===== config.mk =====
export PLATFORM = sky130hd
export DESIGN_NAME = event_timestamp_ascii_emitter
export DESIGN_NICKNAME = d
export VERILOG_FILES = /design/src/hdl/etae_pkg.sv /design/src/hdl/etae_front.sv /design/src/hdl/etae_fifo.sv /design/src/hdl/etae_back.sv /design/src/hdl/event_timestamp_ascii_emitter.sv
export SDC_FILE = /design/constraint.sdc
export NUM_CORES = 2
export LEC_CHECK = 0
export BUFFER_PORTS_ARGS = -buffer_cell sky130_fd_sc_hd__buf_4
export CORE_ASPECT_RATIO = 0.7
export CORE_UTILIZATION = 30
export CTS_CLUSTER_DIAMETER = 80
export DETAILED_ROUTE_END_ITERATION = 6
export MAX_ROUTING_LAYER = met4
export PLACE_DENSITY_LB_ADDON = 0.12
export SYNTH_ARGS = -nofsm -noshare
export SYNTH_HDL_FRONTEND = slang
export SYNTH_HIERARCHICAL = 1
export SYNTH_SLANG_ARGS = --single-unit

===== constraint.sdc =====
create_clock -name clk_i -period 12.34 [get_ports clk_i]
set_input_delay 1.234 -clock clk_i [delete_from_list [all_inputs] [get_ports clk_i]]
set_output_delay 1.234 -clock clk_i [all_outputs]
set_load 0.005 [all_outputs]

===== src/hdl/etae_pkg.sv =====
// ----------------------------------------------------------------------------
// etae_pkg
// Shared constants and types for the event timestamp ASCII emitter.
// ----------------------------------------------------------------------------
`default_nettype none

package etae_pkg;

  // Channels and index width
  localparam int NUM_CHANNELS = 2;
  localparam int CH_IDX_W     = (NUM_CHANNELS > 1) ? $clog2(NUM_CHANNELS) : 1;

  // Field widths
  localparam int LOCKOUT_W = 16;
  localparam int TIME_W    = 32;
  localparam int TICKS_W   = 32;
  localparam int STAMP_W   = 64;

  localparam logic [LOCKOUT_W-1:0] LOCKOUT_RESET = 16'd50;

  // ticks / 10 as (ticks * magic) >> 35, exact for all 32-bit values
  localparam logic [TICKS_W-1:0] DIV10_MAGIC = 32'hCCCC_CCCD;
  localparam int DIV10_SHIFT = 35;
  localparam int PROD_W      = 2 * TICKS_W;
  localparam int QUOT_W      = PROD_W - DIV10_SHIFT;

  // Decimal conversion
  localparam int NUM_DIGITS  = 20;
  localparam int BCD_W       = 4 * NUM_DIGITS;
  localparam int DIGIT_CNT_W = $clog2(NUM_DIGITS + 1);
  localparam int STEP_W      = $clog2(STAMP_W);

  // ASCII codes
  localparam logic [7:0] ASCII_ZERO  = 8'h30;
  localparam logic [7:0] ASCII_NINE  = 8'h39;
  localparam logic [7:0] ASCII_ONE   = 8'h31;
  localparam logic [7:0] ASCII_COMMA = 8'h2C;
  localparam logic [7:0] ASCII_CR    = 8'h0D;
  localparam logic [7:0] ASCII_LF    = 8'h0A;

  // Register file
  localparam int APB_ADDR_W = 3;
  localparam int APB_DATA_W = 32;
  localparam logic [APB_ADDR_W-1:0] ADDR_LOCKOUT = 3'h0;

  // Front-to-back queue
  localparam int FIFO_DEPTH = 2;
  localparam int FIFO_AW    = (FIFO_DEPTH > 1) ? $clog2(FIFO_DEPTH) : 1;
  localparam int FIFO_CNT_W = $clog2(FIFO_DEPTH + 1);

  typedef struct packed {
    logic [STAMP_W-1:0] stamp;
    logic               chan;
  } stamp_entry_t;

  typedef struct packed {
    logic full;
    logic empty;
  } fifo_status_t;

endpackage

`default_nettype wire


===== src/hdl/etae_front.sv =====
// ----------------------------------------------------------------------------
// etae_front
// Lockout filter per channel and timestamp build (base + ticks / 10).
// ----------------------------------------------------------------------------
`default_nettype none

module etae_front (
  input  wire logic                            clk_i,
  input  wire logic                            rst_ni,
  input  wire logic [etae_pkg::LOCKOUT_W-1:0]  lockout_i,
  input  wire logic                            s_valid_i,
  output logic                                 s_ready_o,
  input  wire logic                            channel_i,
  input  wire logic [etae_pkg::TIME_W-1:0]     now_ms_i,
  input  wire logic [etae_pkg::TICKS_W-1:0]    sub_ticks_i,
  input  wire logic [etae_pkg::STAMP_W-1:0]    base_time_i,
  input  wire logic                            base_valid_i,
  output logic                                 push_o,
  output etae_pkg::stamp_entry_t               push_data_o,
  input  wire etae_pkg::fifo_status_t          fifo_status_i
);
  import etae_pkg::*;

  logic [TIME_W-1:0]   last_ms_q [NUM_CHANNELS];
  logic [CH_IDX_W-1:0] idx;
  logic                chan_ok;
  logic [TIME_W-1:0]   elapsed;
  logic                pass;
  logic                accept;

  logic                s1_valid_q;
  logic                s1_chan_q;
  logic [TICKS_W-1:0]  s1_ticks_q;
  logic [STAMP_W-1:0]  s1_base_q;
  logic [PROD_W-1:0]   prod;

  logic                s2_valid_q;
  logic                s2_chan_q;
  logic [QUOT_W-1:0]   s2_quot_q;
  logic [STAMP_W-1:0]  s2_base_q;

  logic                s1_en;
  logic                s2_en;

  assign idx     = CH_IDX_W'(channel_i);
  assign chan_ok = ({31'b0, channel_i} < 32'(NUM_CHANNELS));
  assign elapsed = now_ms_i - last_ms_q[idx];
  assign pass    = chan_ok && (elapsed >= TIME_W'(lockout_i));

  assign s2_en     = !s2_valid_q || !fifo_status_i.full;
  assign s1_en     = !s1_valid_q || s2_en;
  assign s_ready_o = s1_en;
  assign accept    = s_valid_i && s1_en;

  // last accepted time per channel
  always_ff @(posedge clk_i or negedge rst_ni) begin
    if (!rst_ni) begin
      for (int i = 0; i < NUM_CHANNELS; i++) begin
        last_ms_q[i] <= '0;
      end
    end else if (accept && pass) begin
      last_ms_q[idx] <= now_ms_i;
    end
  end

  always_ff @(posedge clk_i or negedge rst_ni) begin
    if (!rst_ni) begin
      s1_valid_q <= 1'b0;
      s2_valid_q <= 1'b0;
    end else begin
      if (s1_en) begin
        s1_valid_q <= s_valid_i && pass && base_valid_i;
      end
      if (s2_en) begin
        s2_valid_q <= s1_valid_q;
      end
    end
  end

  always_ff @(posedge clk_i) begin
    if (accept) begin
      s1_chan_q  <= channel_i;
      s1_ticks_q <= sub_ticks_i;
      s1_base_q  <= base_time_i;
    end
    if (s2_en) begin
      s2_chan_q <= s1_chan_q;
      s2_quot_q <= prod[PROD_W-1:DIV10_SHIFT];
      s2_base_q <= s1_base_q;
    end
  end

  assign prod = s1_ticks_q * DIV10_MAGIC;

  assign push_o            = s2_valid_q && !fifo_status_i.full;
  assign push_data_o.stamp = s2_base_q + STAMP_W'(s2_quot_q);
  assign push_data_o.chan  = s2_chan_q;

endmodule

`default_nettype wire


===== src/hdl/etae_fifo.sv =====
// ----------------------------------------------------------------------------
// etae_fifo
// Short register queue between the front filter and the byte emitter.
// ----------------------------------------------------------------------------
`default_nettype none

module etae_fifo (
  input  wire logic                   clk_i,
  input  wire logic                   rst_ni,
  input  wire logic                   push_i,
  input  wire etae_pkg::stamp_entry_t push_data_i,
  input  wire logic                   pop_i,
  output etae_pkg::stamp_entry_t      pop_data_o,
  output etae_pkg::fifo_status_t      status_o
);
  import etae_pkg::*;

  stamp_entry_t          mem_q [FIFO_DEPTH];
  logic [FIFO_AW-1:0]    wr_ptr_q;
  logic [FIFO_AW-1:0]    rd_ptr_q;
  logic [FIFO_CNT_W-1:0] cnt_q;

  function automatic logic [FIFO_AW-1:0] next_ptr(input logic [FIFO_AW-1:0] p);
    next_ptr = (p == FIFO_AW'(FIFO_DEPTH - 1)) ? '0 : p + 1'b1;
  endfunction

  assign status_o.full  = (cnt_q == FIFO_CNT_W'(FIFO_DEPTH));
  assign status_o.empty = (cnt_q == '0);
  assign pop_data_o     = mem_q[rd_ptr_q];

  always_ff @(posedge clk_i or negedge rst_ni) begin
    if (!rst_ni) begin
      wr_ptr_q <= '0;
      rd_ptr_q <= '0;
      cnt_q    <= '0;
    end else begin
      if (push_i) begin
        wr_ptr_q <= next_ptr(wr_ptr_q);
      end
      if (pop_i) begin
        rd_ptr_q <= next_ptr(rd_ptr_q);
      end
      if (push_i && !pop_i) begin
        cnt_q <= cnt_q + 1'b1;
      end else if (pop_i && !push_i) begin
        cnt_q <= cnt_q - 1'b1;
      end
    end
  end

  always_ff @(posedge clk_i) begin
    if (push_i) begin
      mem_q[wr_ptr_q] <= push_data_i;
    end
  end

endmodule

`default_nettype wire


===== src/hdl/etae_back.sv =====
// ----------------------------------------------------------------------------
// etae_back
// Binary to decimal conversion (shift-add-3) and record byte emitter.
// ----------------------------------------------------------------------------
`default_nettype none

module etae_back (
  input  wire logic                   clk_i,
  input  wire logic                   rst_ni,
  input  wire etae_pkg::fifo_status_t fifo_status_i,
  output logic                        pop_o,
  input  wire etae_pkg::stamp_entry_t pop_data_i,
  output logic                        m_valid_o,
  input  wire logic                   m_ready_i,
  output logic [7:0]                  m_byte_o,
  output logic                        m_last_o
);
  import etae_pkg::*;

  typedef enum logic [2:0] {
    ST_IDLE,
    ST_CONV,
    ST_SKIP,
    ST_DIGIT,
    ST_COMMA,
    ST_CHAN,
    ST_CR,
    ST_LF
  } back_state_e;

  back_state_e            state_q;
  logic [STEP_W-1:0]      step_q;
  logic [DIGIT_CNT_W-1:0] left_q;
  logic                   chan_q;
  logic                   out_valid_q;
  logic [7:0]             out_byte_q;
  logic                   out_last_q;

  logic [STAMP_W-1:0]     bin_q;
  logic [BCD_W-1:0]       bcd_q;
  logic [BCD_W-1:0]       bcd_adj;
  logic [3:0]             top_digit;
  logic                   out_free;
  logic                   skip_now;
  logic                   byte_load;

  assign out_free  = !out_valid_q || m_ready_i;
  assign top_digit = bcd_q[BCD_W-1 -: 4];
  assign skip_now  = (top_digit == 4'd0) && (left_q > DIGIT_CNT_W'(1));
  assign pop_o     = (state_q == ST_IDLE) && !fifo_status_i.empty;
  // a record byte goes into the output register this cycle
  assign byte_load = out_free &&
                     (state_q inside {ST_DIGIT, ST_COMMA, ST_CHAN, ST_CR, ST_LF});

  // add 3 to every digit of 5 or more before the shift
  always_comb begin
    for (int i = 0; i < NUM_DIGITS; i++) begin
      bcd_adj[4*i +: 4] = (bcd_q[4*i +: 4] >= 4'd5) ? bcd_q[4*i +: 4] + 4'd3
                                                    : bcd_q[4*i +: 4];
    end
  end

  always_ff @(posedge clk_i or negedge rst_ni) begin
    if (!rst_ni) begin
      state_q     <= ST_IDLE;
      step_q      <= '0;
      left_q      <= '0;
      chan_q      <= 1'b0;
      out_valid_q <= 1'b0;
      out_byte_q  <= '0;
      out_last_q  <= 1'b0;
    end else begin
      if (byte_load) begin
        out_valid_q <= 1'b1;
      end else if (m_ready_i) begin
        out_valid_q <= 1'b0;
      end
      case (state_q)
        ST_IDLE: begin
          if (pop_o) begin
            chan_q  <= pop_data_i.chan;
            step_q  <= '0;
            state_q <= ST_CONV;
          end
        end
        ST_CONV: begin
          step_q <= step_q + 1'b1;
          if (step_q == STEP_W'(STAMP_W - 1)) begin
            left_q  <= DIGIT_CNT_W'(NUM_DIGITS);
            state_q <= ST_SKIP;
          end
        end
        ST_SKIP: begin
          if (skip_now) begin
            left_q <= left_q - 1'b1;
          end else begin
            state_q <= ST_DIGIT;
          end
        end
        ST_DIGIT: begin
          if (out_free) begin
            out_byte_q  <= ASCII_ZERO + 8'(top_digit);
            out_last_q  <= 1'b0;
            left_q      <= left_q - 1'b1;
            if (left_q == DIGIT_CNT_W'(1)) begin
              state_q <= ST_COMMA;
            end
          end
        end
        ST_COMMA: begin
          if (out_free) begin
            out_byte_q  <= ASCII_COMMA;
            out_last_q  <= 1'b0;
            state_q     <= ST_CHAN;
          end
        end
        ST_CHAN: begin
          if (out_free) begin
            out_byte_q  <= ASCII_ONE + 8'(chan_q);
            out_last_q  <= 1'b0;
            state_q     <= ST_CR;
          end
        end
        ST_CR: begin
          if (out_free) begin
            out_byte_q  <= ASCII_CR;
            out_last_q  <= 1'b0;
            state_q     <= ST_LF;
          end
        end
        ST_LF: begin
          if (out_free) begin
            out_byte_q  <= ASCII_LF;
            out_last_q  <= 1'b1;
            state_q     <= ST_IDLE;
          end
        end
        default: begin
          state_q <= ST_IDLE;
        end
      endcase
    end
  end

  // conversion datapath
  always_ff @(posedge clk_i) begin
    if (pop_o) begin
      bin_q <= pop_data_i.stamp;
      bcd_q <= '0;
    end else if (state_q == ST_CONV) begin
      bin_q <= {bin_q[STAMP_W-2:0], 1'b0};
      bcd_q <= {bcd_adj[BCD_W-2:0], bin_q[STAMP_W-1]};
    end else if (((state_q == ST_SKIP) && skip_now) ||
                 ((state_q == ST_DIGIT) && out_free)) begin
      bcd_q <= {bcd_q[BCD_W-5:0], 4'd0};
    end
  end

  assign m_valid_o = out_valid_q;
  assign m_byte_o  = out_byte_q;
  assign m_last_o  = out_last_q;

endmodule

`default_nettype wire


===== src/hdl/event_timestamp_ascii_emitter.sv =====
// ----------------------------------------------------------------------------
// event_timestamp_ascii_emitter
// Timing events in, one ASCII timestamp record per accepted event with a valid base out.
// ----------------------------------------------------------------------------
// Input stream: one event per transfer. tdata carries now_ms, the 10 us tick
// count and base_time; tuser carries the channel and the base valid flag.
// Events inside the per-channel lockout window are swallowed; accepted
// events with a valid base give a record "<decimal>,<1|2>\r\n", one byte per
// output transfer, tlast on the line feed. Dropped events give nothing.
// Two front stages (filter, then ticks / 10) are registered before the
// queue write. The back end then pops the entry, runs the shift-add-3
// conversion over every stamp bit, skips leading zeros, outputs the
// digits, then comma, channel, CR and LF. It pops the next queued event
// only after the LF of the current record is loaded. The front keeps
// taking events while the back end works, until its two-entry queue
// and two stages are full. A sink stall holds the output register and
// the back end waits; nothing is lost. Reset clears the last event
// times to 0 and lockout to 50 ms.
// The lockout register sits at APB byte address 0; write it only when idle.
// ----------------------------------------------------------------------------
`default_nettype none

module event_timestamp_ascii_emitter (
  input  wire logic                               clk_i,
  input  wire logic                               rst_ni,
  // input events
  input  wire logic                               s_axis_tvalid,
  output logic                                    s_axis_tready,
  // [31:0] now_ms, [63:32] sub_ticks, [127:64] base_time
  input  wire logic [127:0]                       s_axis_tdata,
  // [0] channel, [1] base_valid
  input  wire logic [1:0]                         s_axis_tuser,
  // record bytes
  output logic                                    m_axis_tvalid,
  input  wire logic                               m_axis_tready,
  // [7:0] out_byte
  output logic [7:0]                              m_axis_tdata,
  output logic                                    m_axis_tlast,
  // configuration
  input  wire logic                               psel,
  input  wire logic                               penable,
  input  wire logic                               pwrite,
  input  wire logic [etae_pkg::APB_ADDR_W-1:0]    paddr,
  input  wire logic [etae_pkg::APB_DATA_W-1:0]    pwdata,
  output logic [etae_pkg::APB_DATA_W-1:0]         prdata,
  output logic                                    pready
);
  import etae_pkg::*;

  logic [LOCKOUT_W-1:0] lockout_q;
  logic                 cfg_wr;

  logic                 push;
  stamp_entry_t         push_data;
  logic                 pop;
  stamp_entry_t         pop_data;
  fifo_status_t         fifo_status;

  // Register file: single lockout register, zero wait states
  assign pready = 1'b1;
  assign cfg_wr = psel && penable && pwrite && (paddr == ADDR_LOCKOUT);
  assign prdata = (paddr == ADDR_LOCKOUT) ? APB_DATA_W'(lockout_q) : '0;

  always_ff @(posedge clk_i or negedge rst_ni) begin
    if (!rst_ni) begin
      lockout_q <= LOCKOUT_RESET;
    end else if (cfg_wr) begin
      lockout_q <= pwdata[LOCKOUT_W-1:0];
    end
  end

  // Front: lockout filter and timestamp sum
  etae_front u_front (
    .clk_i         (clk_i),
    .rst_ni        (rst_ni),
    .lockout_i     (lockout_q),
    .s_valid_i     (s_axis_tvalid),
    .s_ready_o     (s_axis_tready),
    .channel_i     (s_axis_tuser[0]),
    .now_ms_i      (s_axis_tdata[31:0]),
    .sub_ticks_i   (s_axis_tdata[63:32]),
    .base_time_i   (s_axis_tdata[127:64]),
    .base_valid_i  (s_axis_tuser[1]),
    .push_o        (push),
    .push_data_o   (push_data),
    .fifo_status_i (fifo_status)
  );

  // Queue decouples the filter from the slow conversion
  etae_fifo u_fifo (
    .clk_i       (clk_i),
    .rst_ni      (rst_ni),
    .push_i      (push),
    .push_data_i (push_data),
    .pop_i       (pop),
    .pop_data_o  (pop_data),
    .status_o    (fifo_status)
  );

  // Back: decimal conversion and byte output register
  etae_back u_back (
    .clk_i         (clk_i),
    .rst_ni        (rst_ni),
    .fifo_status_i (fifo_status),
    .pop_o         (pop),
    .pop_data_i    (pop_data),
    .m_valid_o     (m_axis_tvalid),
    .m_ready_i     (m_axis_tready),
    .m_byte_o      (m_axis_tdata),
    .m_last_o      (m_axis_tlast)
  );

endmodule

`default_nettype wire


# After elaboration in Yosys (flattened, before gate mapping)
# Memory sizes are Yosys's and may differ from the RTL's.
# Cells that the tools add are included.
dict set report classes {
  multipliers 1
  n_reduce_logical 46
  bitwise_logic 1
  div_mod_pow 0
  muxes 64
  eq_ne 21
  order_cmp 24
  add_sub_neg 30
  shifts 0
}
# operator n
set op_table {}
lappend op_table {{$mux W80} 2}
lappend op_table {{$mux W32} 4}
lappend op_table {{$mux W64} 2}
lappend op_table {{$ge A4 B3 Y1 const B} 20}
lappend op_table {{$add A4 B2 Y4 const B} 19}
lappend op_table {{$mux W4} 19}
lappend op_table {{$add A64 B29 Y64} 1}
lappend op_table {{$bwmux W64} 1}
lappend op_table {{$mul A32 B32 Y64 const B} 1}
lappend op_table {{$mux W8} 5}
lappend op_table {{$pmux W8 S5} 1}
lappend op_table {{$demux W32 S1} 1}
lappend op_table {{$ge A32 B16 Y1} 1}
lappend op_table {{$sub A32 B32 Y32} 1}
lappend op_table {{$mux W3} 10}
lappend op_table {{$pmux W3 S8} 1}
lappend op_table {{$ne A2 B1 Y1 const B} 9}
lappend op_table {{$logic_and A1 B1 Y1} 16}
lappend op_table {{$mux W16} 1}
lappend op_table {{$mux W5} 3}
lappend op_table {{$pmux W5 S3} 1}
lappend op_table {{$eq A3 B3 Y1 const B} 4}
lappend op_table {{$pmux W6 S2} 1}
lappend op_table {{$reduce_bool A2 Y1} 6}
lappend op_table {{35 further kinds} 57}
dict set report word_totals {
  elab_cells 211
  regBits 446
  latchBits 0
  memories 1
  in_bits 172
  ram_bits 130
  rom_bits 0
}
# memory depth width read_ports rd_ports_with_merged_regs wr line
set memory_table {}
lappend memory_table {u_fifo.mem_q 2 65 1 0 1 etae_fifo.sv:18} ;# stamp_entry_t mem_q [FIFO_DEPTH];

# Logic depth before layout (Yosys ltp)
dict set report depth {
  ltp_word 8
  depth_mapped 26
}

# Hierarchy
# Netlist, hierarchy kept.
# mod cells_each n_inst area_each_um2 seq_area_each_um2
set modules_own_cells {}
lappend modules_own_cells {etae_front 2757 1 29911.2 7387.1}
lappend modules_own_cells {etae_back 1152 1 9366.5 4098.9}
lappend modules_own_cells {etae_fifo 218 1 5038.6 4003.8}
lappend modules_own_cells {event_timestamp_ascii_emitter 72 1 870.8 404.1}

# Worst setup path after synthesis
# No wires, ideal clock.
dict set report synth_path {
  path_type {register to register}
  from {reg u_front.s1_ticks_q[16]}
  to {reg u_front.s2_quot_q[27], data pin}
  path_stages_with_launch 26
  setup_ns 0.258
  required_time_ns 12.082
  arrival_ns 6.820
  n_path_buf 0
  synth_period_minus_slack_ns 7.078
  slack_ns 5.262
  cell_sequence {edfxtp_1 -> ha_1 -> inv_1 -> fa_1 -> inv_1 -> fa_1 -> inv_1 -> fa_1 -> inv_1 -> fa_1 -> fa_1 -> fa_1 -> inv_1 -> fa_1 -> inv_1 -> ha_1 -> a21oi_1 -> o21ai_0 -> a21oi_1 -> nand3_1 -> o21a_1 -> a31o_2 -> a221oi_1 -> o31ai_1 -> a31oi_1 -> xnor2_1}
}
dict set report synth_via {
  elab_chain_len 1
}
# element line
set synth_rtl {}
lappend synth_rtl {{start: declaration} etae_front.sv:33} ;# logic [TICKS_W-1:0] s1_ticks_q;
lappend synth_rtl {{start signal: assignment} etae_front.sv:83} ;# s1_ticks_q <= sub_ticks_i;
lappend synth_rtl {{$mul A32 B32 Y64} etae_front.sv:93} ;# assign prod = s1_ticks_q * DIV10_MAGIC;
lappend synth_rtl {{via u_front.prod[62]} etae_front.sv:35} ;# logic [PROD_W-1:0] prod;
lappend synth_rtl {{end signal: assignment} etae_front.sv:88} ;# s2_quot_q <= prod[PROD_W-1:DIV10_SHIFT];
lappend synth_rtl {{end: declaration} etae_front.sv:39} ;# logic [QUOT_W-1:0] s2_quot_q;
# The timed path passes the listed nets, and every way through them passes these cells.
# A chain may end at the register's enable or synchronous reset.

# Worst setup path after layout
# Ends and elaborated chain as after synthesis.

==> summary.txt <==
Run status
  – Status: completed

GRT
  – Met2 Use GR: 21.9%
  – First-pass GRT wire length: 185 mm
  – Initial antenna violation count: 1
  – Most crowded layer after global routing: met1
  – Largest net degree at the start of global routing: about 100
  – GRT met3 Usage: 3.45%
  – GRT Resource Usage Total: 16.4%
  – GR Layer Usage met1: 24.9%
  – Grt total ovfl: 0
  – Vias in the first global route: 29900

Route
  – Total wire length: 120 mm
  – Vias per cell: 4.66
  – First-pass DRT Iterations: 7
  – Initial DRC count: 1722
  – Post-route ant nets: 0
  – # DRC: 0
  – Vias: 29700
  – WL per Instance: 18.9 um

Setup path
  – Worst r2r path cells: 25
  – Crit path max fanout: 5
  – WP buf/inv: 6
  – Critical path class: reg -> reg
  – Critical Path End Type: flop
  – Max stage delay on crit path: 0.77 ns
  – Worst Path Arrival: 9.22 ns
  – Slowest CP cell: fa_1
  – Startpoint types: flop
  – Required @ worst endpoint: 12.74 ns
  – Crit. path cell count: 25
  – CP dominant cell by count: fa_1
  – Delay-heaviest family, CP: adder cells

Synthesis
  – Largest cells by area after synthesis: edfxtp_1, fa_1, ha_1, dfrtp_1, inv_1
  – Syn Inst Count: between 4000 and 5000
  – Register area share after synthesis: 35.2%
  – Yosys warns: 6
  – Number of flops mapped to enable cells by yosys: 385
  – Post-synth ARST share: 19.0%
  – Primary FF master, synth: edfxtp_1
  – Flops & latches, synth: 574
  – Post-Syn Area per Cell: 10.8 um2
  – Yosys top cell area share: 25.6%
  – Mapped Area: approximately 45000 um2
  – Largest area contributor in the netlist: edfxtp_1
  – Netlist cell types: 87

Clock network
  – Root Buffer Master: clkbuf_16
  – Total CTS buffers: 69
  – Sink Count: between 500 and 600
  – Clk slew on worst S/H paths: 0.06 ns
  – Post-CTS Setup Bufs: 0
  – CTS tree: yes
  – Htree depth: 3
  – # resized after CTS: 0
  – CTS Hold Bufs: 0
  – Clk buf depth: 3
  – Clock Latency Late Sink: 0.69 ns

Min path
  – Hold depth: 0
  – Hold WC Path Type: reg -> reg

STA
  – Highest clock rate: between 100 and 150 MHz
  – Final Critical Period: 8.82 ns
  – Count of final setup violators: 0
  – Tcrit/Tclk final: 71.5%
  – Fin Clk Skew: 0.0414 ns
  – Slew Viols, Final: 0
  – Worst Tran Pin Value: ~1.2 ns
  – Worst hold slack: 0.400 ns
  – Relative slew slack: 21.1%
  – RSZ-0062 raised after global routing: no
  – Setup tns final: 0 ns
  – Final Hold Fails: 0

Placement
  – Hpwl dp: 93.0 mm
  – Area after DPL: 48500 um2
  – Routability cong.: 0.923
  – Port buffer count: 180

Floorplanning
  – Total Die Area: 152000 um2
  – Placement Rows: approximately 120
  – IO Count: 216
  – Die height: 327 um
  – Core footprint: 149000 um2
  – Die Wd: 466 um
  – Starting Density: between 30% and 40%

Job
  – Total of max-cap violations: 0

Cells and area
  – Post-route cell area: between 50000 and 60000 um2
  – Register Area: 15900 um2
  – Combined area of the multi-input logic cells: 26000 um2
  – Layout cells sized above 1: 11.0%
  – Fillers: roughly 15000
  – Area growth syn-to-layout: 12.7%
  – Nets@finish: 5371
  – Fin util: about a third
## state kept, by name, indices dropped and copies added, names as in the netlist
register	cells
u_fifo/mem_q	130
u_front/s1_valid_q	1
u_front/s2_base_q	64
lockout_q	16
u_fifo/wr_ptr_q	1
u_back/bin_q	64
u_front/s1_ticks_q	32
u_fifo/rd_ptr_q	1
u_front/last_ms_q	64
u_front/s2_chan_q	1
u_back/left_q	5
u_back/chan_q	1
u_front/s1_base_q	64
u_back/state_q	3
u_back/m_valid_o	1
u_back/m_last_o	1
u_back/bcd_q	80
u_fifo/cnt_q	2
u_back/step_q	6
u_front/s2_valid_q	1
u_front/s2_quot_q	29
u_front/s1_chan_q	1
u_back/m_byte_o	6
## logic make-up (layout without fill, tap and decap cells)
family / Yosys count / in the layout / share of synthesized area, %
and+or+nand+nor: 862 / 862 / 8.96
adders and majority gates: 856 / 856 / 30.1
buffers and inverters: 843 / 1025 / 7.60
AOI/OAI and AO/OA: 704 / 704 / 9.68
DFF: 574 / 574 / 35.2
muxes: 179 / 179 / 4.95
xor gates and xnor gates: 178 / 178 / 3.45
other: 3 / 21 / 0.0249
## Yosys cell counts, types with 38 or more instances
cell type  number
inv_1         697
ha_1          468
nand2_1       412
fa_1          388
edfxtp_1      385
a21oi_1       225
o21ai_0       153
dfrtp_1       106
xnor2_1       101
nor2_1         89
nand3_1        88
dfxtp_1        80
xor2_1         77
mux2_4         70
a21o_1         69
clkbuf_1       69
mux2_2         64
nand2b_1       57
a31oi_1        56
o211ai_1       50
nor3_1         48
and2_1         38
## stage by stage
| step | cells | worst slack (ns) |
|---|---|---|
| after floorplan | 4215 | 5.26 |
| after global placement | 6252 | 3.70 |
| after detailed placement | 6252 | 3.72 |
| after CTS | 6377 | 3.63 |
| after global routing | 6378 | 3.18 |
| final | 6379 | 3.52 |
## path summary, 6_finish.rpt
| path | from | slack [ns] | to |
|---|---|---|---|
| max | u_front/s1_ticks_q[16] | 3.52 | u_front/s2_quot_q[27] |
| min | u_front/s1_base_q[62] | 0.40 | u_front/s2_base_q[62] |
| max reg2reg | u_front/s1_ticks_q[16] | 3.52 | u_front/s2_quot_q[27] |
| min reg2reg | u_front/s1_base_q[62] | 0.40 | u_front/s2_base_q[62] |
| max in group asynchronous | rst_ni | 10.35 | u_front/last_ms_q[34] |
| min in group asynchronous | rst_ni | 0.58 | u_back/m_valid_o |
## placed cells by master (no fill, tap or decap), types with 101 or more instances in the layout
cell,netlist,routed
ha_1,468,468
edfxtp_1,385,385
a21oi_1,225,225
o21ai_0,153,153
buf_4,24,202
xnor2_1,101,101
fa_1,388,388
nand2_1,412,409
dfrtp_1,106,105
inv_1,697,695
## area by class of cell
class / count / area share (%)
inverter: 698 / 5.15
clock inverter: 45 / 1.28
clock buffer: 80 / 3.49
multi-input combinational: 2798 / 51.0
timing repair buffer: 202 / 2.98
sequential: 574 / 31.2
tap: 1980 / 4.87
antenna: 2 / 0.00983
## layer usage
| layer | share of wire [%] | up-vias |
|---|---|---|
| met5 | 0 | - |
| met4 | 1.7 | 0 |
| met3 | 4.9 | 114 |
| met2 | 40 | 442 |
| met1 | 53 | 14700 |
| li1 | - | 14500 |
Power is not shown: default switching activity piles up to over one toggle a cycle in this logic, so the estimate is an artifact.
